**src/rtl/core/hec_pkg.sv**
```systemverilog
// hec_pkg: types, constants and bit-placement helpers of the hamming codec
// used by hamming_encode_correct_unit and hec_syndrome; no dependencies

package hec_pkg;

   localparam int WordWidth  = 63;
   localparam int SyndWidth  = 6;
   localparam int OrderWidth = 3;

   localparam logic [OrderWidth-1:0] OrderMin   = 3'd2;
   localparam logic [OrderWidth-1:0] OrderReset = 3'd6;

   typedef logic [WordWidth-1:0]  word_type;
   typedef logic [SyndWidth-1:0]  synd_type;
   typedef logic [OrderWidth-1:0] order_type;

   typedef enum logic {
      KIND_ENCODE = 1'b0,
      KIND_DECODE = 1'b1
   } kind_type;

   typedef struct packed {
      kind_type kind;
      word_type word;
   } req_type;

   typedef struct packed {
      word_type code_word;
      synd_type syndrome;
      logic     corrected;
   } rsp_type;

   // ones in the low bits positions
   function automatic word_type low_mask(input synd_type bits);
      logic [WordWidth:0] t;
      t = ({{WordWidth{1'b0}}, 1'b1} << bits) - {{WordWidth{1'b0}}, 1'b1};
      return t[WordWidth-1:0];
   endfunction

   // info bits in order at the positions that are not powers of two
   function automatic word_type scatter_data(input word_type info);
      word_type cw;
      int       next;
      cw   = '0;
      next = 0;
      for (int p = 1; p <= WordWidth; p++) begin
         if ((p & (p - 1)) != 0) begin
            cw[p-1] = info[next];
            next++;
         end
      end
      return cw;
   endfunction

endpackage

```
**src/rtl/core/hec_syndrome.sv**
```systemverilog
// hec_syndrome: xor of the positions of all set bits of a codeword
// depends on hec_pkg

module hec_syndrome
   import hec_pkg::*;
(
   input  word_type code_vec,
   output synd_type synd
);

   always_comb begin
      synd = '0;
      for (int j = 0; j < SyndWidth; j++) begin
         for (int p = 1; p <= WordWidth; p++) begin
            if (((p >> j) & 1) != 0) begin
               synd[j] = synd[j] ^ code_vec[p-1];
            end
         end
      end
   end

endmodule

```
**src/rtl/core/hamming_encode_correct_unit.sv**
```systemverilog
// hamming_encode_correct_unit: top level of the hamming single error codec
// depends on hec_pkg and hec_syndrome
//
// usage
//  - req channel: kind selects encode of info bits or decode of a received word
//  - rsp channel: codeword (encoded or corrected), syndrome, corrected flag
//  - csr channel: writes the code order m, always ready; write only when idle
//  - order below 2 acts as 2, above MAX_ORDER acts as MAX_ORDER
//  - throughput: one request per cycle unless rsp_ready stalls the stages, set
//    by the three register stages (input placement and masking, syndrome xor
//    trees, parity/flip output)
//  - reset clears every stage valid bit and sets the order to 6
//  - when rsp_ready is low the stages fill up and hold; req_ready drops
//    only when all stages are occupied, nothing is lost or repeated

module hamming_encode_correct_unit
   import hec_pkg::*;
#(
   parameter int unsigned MAX_ORDER = 6
)(
   input  logic      clock,
   input  logic      reset,
   input  logic      req_valid,
   output logic      req_ready,
   input  req_type   req_data,
   output logic      rsp_valid,
   input  logic      rsp_ready,
   output rsp_type   rsp_data,
   input  logic      csr_valid,
   output logic      csr_ready,
   input  order_type csr_data
);

   localparam order_type OrderMax = order_type'(MAX_ORDER);

   order_type code_order_ff;
   order_type eff_order;
   synd_type  n_len;
   synd_type  k_len;
   word_type  s1_vec_in;

   logic      s1_valid_ff;
   kind_type  s1_kind_ff;
   word_type  s1_vec_ff;

   logic      s2_valid_ff;
   kind_type  s2_kind_ff;
   word_type  s2_vec_ff;
   synd_type  s2_synd_ff;
   synd_type  s2_synd_in;

   logic      rsp_valid_ff;
   rsp_type   rsp_data_ff;
   rsp_type   rsp_data_in;
   word_type  flip_vec;

   logic      out_en;
   logic      s2_en;
   logic      s1_en;

   assign out_en    = !rsp_valid_ff || rsp_ready;
   assign s2_en     = !s2_valid_ff || out_en;
   assign s1_en     = !s1_valid_ff || s2_en;
   assign req_ready = s1_en;
   assign csr_ready = 1'b1;
   assign rsp_valid = rsp_valid_ff;
   assign rsp_data  = rsp_data_ff;

   always_ff @(posedge clock) begin
      if (reset) begin
         code_order_ff <= OrderReset;
      end else if (csr_valid) begin
         code_order_ff <= csr_data;
      end
   end

   always_comb begin
      if (code_order_ff < OrderMin) begin
         eff_order = OrderMin;
      end else if (code_order_ff > OrderMax) begin
         eff_order = OrderMax;
      end else begin
         eff_order = code_order_ff;
      end
      n_len = synd_type'((7'd1 << eff_order) - 7'd1);
      k_len = n_len - {{(SyndWidth-OrderWidth){1'b0}}, eff_order};
      if (req_data.kind == KIND_DECODE) begin
         s1_vec_in = req_data.word & low_mask(n_len);
      end else begin
         s1_vec_in = scatter_data(req_data.word & low_mask(k_len));
      end
   end

   // stage 1: placed or masked codeword
   always_ff @(posedge clock) begin
      if (reset) begin
         s1_valid_ff <= 1'b0;
      end else if (s1_en) begin
         s1_valid_ff <= req_valid;
      end
      if (s1_en) begin
         s1_kind_ff <= req_data.kind;
         s1_vec_ff  <= s1_vec_in;
      end
   end

   hec_syndrome u_syndrome (
      .code_vec (s1_vec_ff),
      .synd     (s2_synd_in)
   );

   // stage 2: syndrome
   always_ff @(posedge clock) begin
      if (reset) begin
         s2_valid_ff <= 1'b0;
      end else if (s2_en) begin
         s2_valid_ff <= s1_valid_ff;
      end
      if (s2_en) begin
         s2_kind_ff <= s1_kind_ff;
         s2_vec_ff  <= s1_vec_ff;
         s2_synd_ff <= s2_synd_in;
      end
   end

   always_comb begin
      for (int p = 1; p <= WordWidth; p++) begin
         flip_vec[p-1] = (s2_synd_ff == synd_type'(p));
      end
      rsp_data_in.code_word = s2_vec_ff;
      rsp_data_in.syndrome  = '0;
      rsp_data_in.corrected = 1'b0;
      if (s2_kind_ff == KIND_DECODE) begin
         rsp_data_in.code_word = s2_vec_ff ^ flip_vec;
         rsp_data_in.syndrome  = s2_synd_ff;
         rsp_data_in.corrected = (s2_synd_ff != '0);
      end else begin
         for (int j = 0; j < SyndWidth; j++) begin
            rsp_data_in.code_word[(1 << j) - 1] = s2_synd_ff[j];
         end
      end
   end

   // stage 3: output register
   always_ff @(posedge clock) begin
      if (reset) begin
         rsp_valid_ff <= 1'b0;
      end else if (out_en) begin
         rsp_valid_ff <= s2_valid_ff;
      end
      if (out_en) begin
         rsp_data_ff <= rsp_data_in;
      end
   end

endmodule
```
**config.mk**
```make
export PLATFORM = sky130hd
export DESIGN_NAME = hamming_encode_correct_unit
export DESIGN_NICKNAME = d
export VERILOG_FILES = /design/src/rtl/core/hec_pkg.sv /design/src/rtl/core/hec_syndrome.sv /design/src/rtl/core/hamming_encode_correct_unit.sv
export SDC_FILE = /design/constraint.sdc
export NUM_CORES = 1
export LEC_CHECK = 0
export ABC_AREA = 1
export BUFFER_PORTS_ARGS = -buffer_cell sky130_fd_sc_hd__buf_2
export CORE_ASPECT_RATIO = 0.6
export CORE_MARGIN = 2
export CORE_UTILIZATION = 53
export DETAILED_ROUTE_END_ITERATION = 16
export PLACE_DENSITY = 0.8
export REMOVE_ABC_BUFFERS = 1
export SYNTH_ARGS = -nofsm -noshare
export SYNTH_HDL_FRONTEND = slang
export SYNTH_SLANG_ARGS = --single-unit
```
**constraint.sdc**
```tcl
create_clock -name clock -period 5.8 [get_ports clock]
set_clock_uncertainty 0.1 [all_clocks]
set_input_delay 1.16 -clock clock [delete_from_list [all_inputs] [get_ports clock]]
set_output_delay 1.16 -clock clock [all_outputs]
set_load 0.02 [all_outputs]
```
# Word-level counts from Yosys, hierarchy flattened
# Cells that the tools add are included.
[word_totals]
out_inout_bits = 73
inputBits = 72
word_cells = 629
register_bits = 210
[op_classes]
muxes = 237
addsub = 59
magnitude_cmp = 58
reduce_logical = 7
shift = 3
n_eq_ne = 63
n_bitwise = 189
[ops]
columns = ["op", "n"]
rows = [
  ["$lt 32x8->1 const B", 56],
  ["$mux 32", 56],
  ["$add 32x2->32 const B", 55],
  ["$bmux 1 s6", 56],
  ["$eq 6x6->1 const B", 32],
  ["$xor 1x1->1", 186],
  ["$and 63x63->63", 2],
  ["$shl 1x6->63 const A", 2],
  ["$sub 63x1->63 const B", 2],
  ["$mux 1", 117],
  ["$eq 6x5->1 const B", 16],
  ["$mux 63", 1],
  ["$xor 63x63->63", 1],
  ["$eq 6x4->1 const B", 8],
  ["$mux 31", 1],
  ["$eq 6x3->1 const B", 4],
  ["$mux 15", 1],
  ["$eq 6x2->1 const B", 2],
  ["$mux 3", 3],
  ["$mux 7", 1],
  ["$eq 6x1->1 const B", 1],
  ["$reduce_bool 6->1", 1],
  ["$shl 1x3->6 const A", 1],
  ["$sub 6x1->6 const B", 1],
  ["6 further kinds", 10],
]

# Logic depth before layout (Yosys ltp)
[depth]
word_depth = 115
ltp_mapped = 24
depth_no_buf = 23

# By module
# From an unflattened synthesis, not the netlist that was laid out.
[hier_totals]
cells_unflattened = 1265
hier_area_um2 = 11559.8
[by_module_without_submodules]
columns = ["mod", "cells_each", "seq_area_each_um2", "instances", "area_each_um2"]
rows = [
  ["hamming_encode_correct_unit", 745, 6246.0, 1, 8959.8],
  ["hec_syndrome", 520, 0.0, 1, 2600.0],
]

# Least setup slack after synthesis
# OpenSTA, ideal clock, no wires.
[synth_path]
path_type = "in2out"
startpoint = "in rsp_ready"
endpoint = "out req_ready"
path_buffers = 0
setup_slack_ns = 0.034
t_arrival_ns = 4.506
t_required_ns = 4.540
cell_stages = 4
path_cell_list = "inv_1 > nand2_1 > nor2_1 > nand2_1"
[synth_between]
elab_chain_cells = 3
[synth_lines]
columns = ["item", "line_no", "rtl"]
rows = [
  ["from (decl)", "hamming_encode_correct_unit.sv:27", "input logic rsp_ready,"],
  ["$logic_or 1x1->1", "hamming_encode_correct_unit.sv:61", "assign out_en = !rsp_valid_ff || rsp_ready;"],
  ["named net out_en", "hamming_encode_correct_unit.sv:57", "logic out_en;"],
  ["$logic_or 1x1->1", "hamming_encode_correct_unit.sv:62", "assign s2_en = !s2_valid_ff || out_en;"],
  ["$logic_or 1x1->1", "hamming_encode_correct_unit.sv:63", "assign s1_en = !s1_valid_ff || s2_en;"],
  ["to (decl)", "hamming_encode_correct_unit.sv:24", "output logic req_ready,"],
]
# The timed path passes the listed nets, and every way through them passes these cells.

# Worst setup path after layout
[layout_path]
startpoint = "reg code_order_ff[2]"
endpoint = "reg s1_vec_ff[14] (data pin)"
[layout_between]
elab_chain_cells = 13
elab_cells_between_ends = 17
classes_between = "add/sub: 4; order compare: 2; shift: 3; mux: 6; bitwise: 2"
[layout_lines]
columns = ["item", "line_no", "rtl"]
rows = [
  ["from (decl)", "hamming_encode_correct_unit.sv:36", "order_type code_order_ff;"],
  ["from (signal assigned)", "hamming_encode_correct_unit.sv:71", "code_order_ff <= OrderReset;"],
  ["from (signal assigned)", "hamming_encode_correct_unit.sv:73", "code_order_ff <= csr_data;"],
  ["$gt 3x3->1", "hamming_encode_correct_unit.sv:80", "end else if (code_order_ff > OrderMax) begin"],
  ["$mux 3", "hamming_encode_correct_unit.sv:80", ""],
  ["$mux 3 (*)", "hamming_encode_correct_unit.sv:78", "if (code_order_ff < OrderMin) begin"],
  ["$shl 1x3->6", "hamming_encode_correct_unit.sv:85", "n_len = synd_type'((7'd1 << eff_order) - 7'd1);"],
  ["$sub 6x1->6", "hamming_encode_correct_unit.sv:85", ""],
  ["$sub 6x3->6", "hamming_encode_correct_unit.sv:86", "k_len = n_len - {{(SyndWidth-OrderWidth){1'b0}}, eff_order};"],
  ["$shl 1x6->63", "hec_pkg.sv:36", "t = ({{WordWidth{1'b0}}, 1'b1} << bits) - {{WordWidth{1'b0}}, 1'b1};"],
  ["$sub 63x1->63", "hec_pkg.sv:36", ""],
  ["$and 63x63->63", "hamming_encode_correct_unit.sv:90", "s1_vec_in = scatter_data(req_data.word & low_mask(k_len));"],
  ["$bmux 1 s6", "hec_pkg.sv:48", "cw[p-1] = info[next];"],
  ["$mux 1 (implied by the code) (2 in series)", "hec_pkg.sv:48", ""],
  ["$mux 63 (*)", "hamming_encode_correct_unit.sv:87", "if (req_data.kind == KIND_DECODE) begin"],
  ["named net s1_vec_in[14]", "hamming_encode_correct_unit.sv:40", "word_type s1_vec_in;"],
  ["to (signal assigned)", "hamming_encode_correct_unit.sv:103", "s1_vec_ff <= s1_vec_in;"],
  ["to (decl)", "hamming_encode_correct_unit.sv:44", "word_type s1_vec_ff;"],
]
# The timed path passes the listed nets; every way through them passes the cells marked *. The select of a mux whose other input is x is not followed.
# A chain may end at the register's enable or synchronous reset.

==> reports/metrics.cfg <==
[timing]
fin_tns_setup_ns=0
rsz0062_at_grt=false
fin_crit_ns=4.48
max-slew-margin-rel_pct=20.7
timing.final.hold_violations=0
setup-violations-final=0
fmax_ghz=0.223
tightest_slew_ns=1.19
fin_crit_sh_pct=77.2
drv_slew=0

[clock_network]
postCtsSetupBuffers=0
numCtsBuffers=20
cts.sinks=210
cts.root.buffer_cell=clkbuf_16
path_clk_slew_ns=0.07
ctsResizeCount=0
clk_latency_ns=0.51
ctsLongestPathBuffers=3
htreeDepth=1
cts_tree=built
cts_hold_buf=0

[yosys]
synth_area_mm2=0.0114
synth_largest_area_cell=edfxtp_1
synth_most_common_cell=nand2_1
ys.flop_type=edfxtp_1
synthArstFlopShare_pct=0
synthDistinctLibCells=36
yosysWarnings=0
ys_seq_area_share_pct=54.9
yosys.area.top_type_share_pct=53.8
synth_area_leaders=edfxtp_1 54%, nand2_1 14%, xor2_1 5.8%
synthTopCellsByCount=417 x nand2_1, 204 x edfxtp_1, 172 x inv_1
syn_avg_cell_area_um2=8.96
syn_inst=1270
synth_edf_count=204
synth-seq-cells=210

[detailed_routing]
wl_um=30000
drc_errors=0
first_iter_violations=1037
num_vias=8960
vias_per_cell=5.27
route.antenna.remaining_nets=0
avgRoutedWirePerCell_um=17.7
drtPass1Iterations=9

[global_routing]
grt_max_degree=73
grt_antenna_before_repair=0
gr-total-overflow=0
grt_pass1_wl_um=46300
grt_usage_pct=27.0
grt_pass1_vias=8303

[worst_setup_path]
criticalPathCategory=reg -> reg
crit_family=simple AND/OR/NAND/NOR gates
crit_path_max_fanout=24
required_ns=5.96
critPathLaunchType=register
cp-end-kind=register
crit_path_cell_trace=nand2_1 -> nand3_1 -> inv_2 -> nor2_1 -> inv_1 -> nor2_1 -> inv_1 -> ha_1 -> inv_2 -> nor2_1 -> nor2_1 -> nand2_1 -> nand2_2 -> inv_2 -> nand3_1 -> ha_1 -> nand2_1 -> nor2_2 -> nand3b_1 -> nand3_1 -> nand2_1
crit_buf_inv=5
ff2ff_setup_slack_ns=1.32
crit_arrival_ns=4.63
critical_path.max_stage_delay_ns=0.54
slowest_stage=nand2_1

[placed_design]
place.gp.congestion=0.946
dp_cells=1665
io_buffer_count=143
place_hpwl_um=23000

[final_layout]
area_growth_pct=14.1
final_cell_count_no_fill=1700
nNetsFinal=1484
drive_above_1_share_pct=14.4
fillCellCount=1775
diodes=0

[floorplan]
die_area_mm2=0.0227
start_util_pct=54.1
ioPinCount=145
die-width_um=193
die_h_um=118
fp-row-count=41
core-area_mm2=0.0210

[power_and_ir_drop]
combPwrFrac_pct=28.3
leakage_nw=6.32
peakVddDrop_mv=0.291
power.density_mw_per_mm2=368
intPower_w=0.00310
p_clk_share_pct=26.2
power_frac_seq_pct=45.4
switching_share_pct=35.1
power_switching_w=0.00168

[hold_path]
hp-class=reg -> reg

[outcome]
status=finished, final reports clean

[flow_run]
maxCapViolCount=0

[per-layer routing]
layer | GRT usage [%] | vias to the layer above | part of all wire (%)
met1 | 42.6 | 4099 | 45
met5 | 0.226 | - | 0
met3 | 5.72 | 53 | 12
li1 | - | 4334 | -
met2 | 38.1 | 474 | 41
met4 | 5.63 | 0 | 2.2
[worst min-delay path, stage by stage, from the launching register on]
cell and delay [ns]:
dfxtp_1 0.30, inv_1 0.09, a21oi_1 0.07
[sequential cells by signal (all words and copies together) (netlist names)]
signal / flops
rsp_data: 70
s1_vec_ff: 63
s2_vec_ff: 63
s2_synd_ff: 6
code_order_ff: 3
rsp_valid: 1
s1_kind_ff: 1
s1_valid_ff: 1
s2_kind_ff: 1
s2_valid_ff: 1
[layout make-up]
cell class,instances,area [um^2],share of cell area (%)
flip-flops and latches,210,6250,48.1
multi-input cells,849,4340,33.5
repair buffers,148,753,5.80
inverters,179,672,5.18
clock buffers,26,533,4.11
well taps,279,349,2.69
clock inverters,9,83.8,0.646
[placed cells by master (no fill, tap or decap), drive strengths merged, types with 9 or more instances in the layout]
master  netlist  final
a211oi        9      9
nor3         11     11
a21oi        24     24
inv         179    180
xnor2        67     67
xor2         75     75
nor2         80     80
o21ai        41     41
buf           8    148
edfxtp      204    204
clkbuf       26     26
nand3b       11     11
nand2       421    421
nand3        79     79
[metrics by stage]
stage | area [um^2] | util [%] | hold slack [ns] | worst slack [ns] | total power (W)
floorplan | 11200 | - | 0.300 | 0.0338 | 0.00306
finish | 13000 | 61.7 | 0.408 | 1.32 | 0.00478
global placement | 12400 | 58.8 | 0.390 | 1.64 | 0.00346
CTS | 13000 | 61.7 | 0.404 | 1.42 | 0.00477
global route | 13000 | 61.7 | 0.406 | 0.982 | 0.00504
detailed placement | 12400 | 58.8 | 0.395 | 1.42 | 0.00352
[worst paths after layout]
| check | start | to | depth (start not counted) |
|---|---|---|---|
| worst min-delay path | s2_valid_ff | rsp_valid | 2 |
| worst max-delay path | code_order_ff[2] | s1_vec_ff[14] | 21 |
| worst min register to register | s2_valid_ff | rsp_valid | 2 |
| worst max register to register | code_order_ff[2] | s1_vec_ff[14] | 21 |
[power groups by stage]
stage	logic (W)	clock network, W	registers [W]
final	0.00135	0.00125	0.00217
after global routing	0.00153	0.00133	0.00219
after CTS	0.00134	0.00127	0.00216
after detailed placement	0.00132	0	0.00219
after global placement	0.00128	0	0.00218
after floorplan	0.000835	0	0.00223
[cell families after synthesis]
family | after synthesis | share of synthesized area, %
buffers and inverters | 213 | 7.11
AO/OA/AOI/OAI | 82 | 3.99
flip-flops | 210 | 54.9
adder cells (fa/ha/maj) | 4 | 0.440
other | 2 | 0.0660
XOR/XNOR | 142 | 10.9
AND/OR/NAND/NOR | 617 | 22.6
Note: power is estimated with default switching activity, not from simulation.
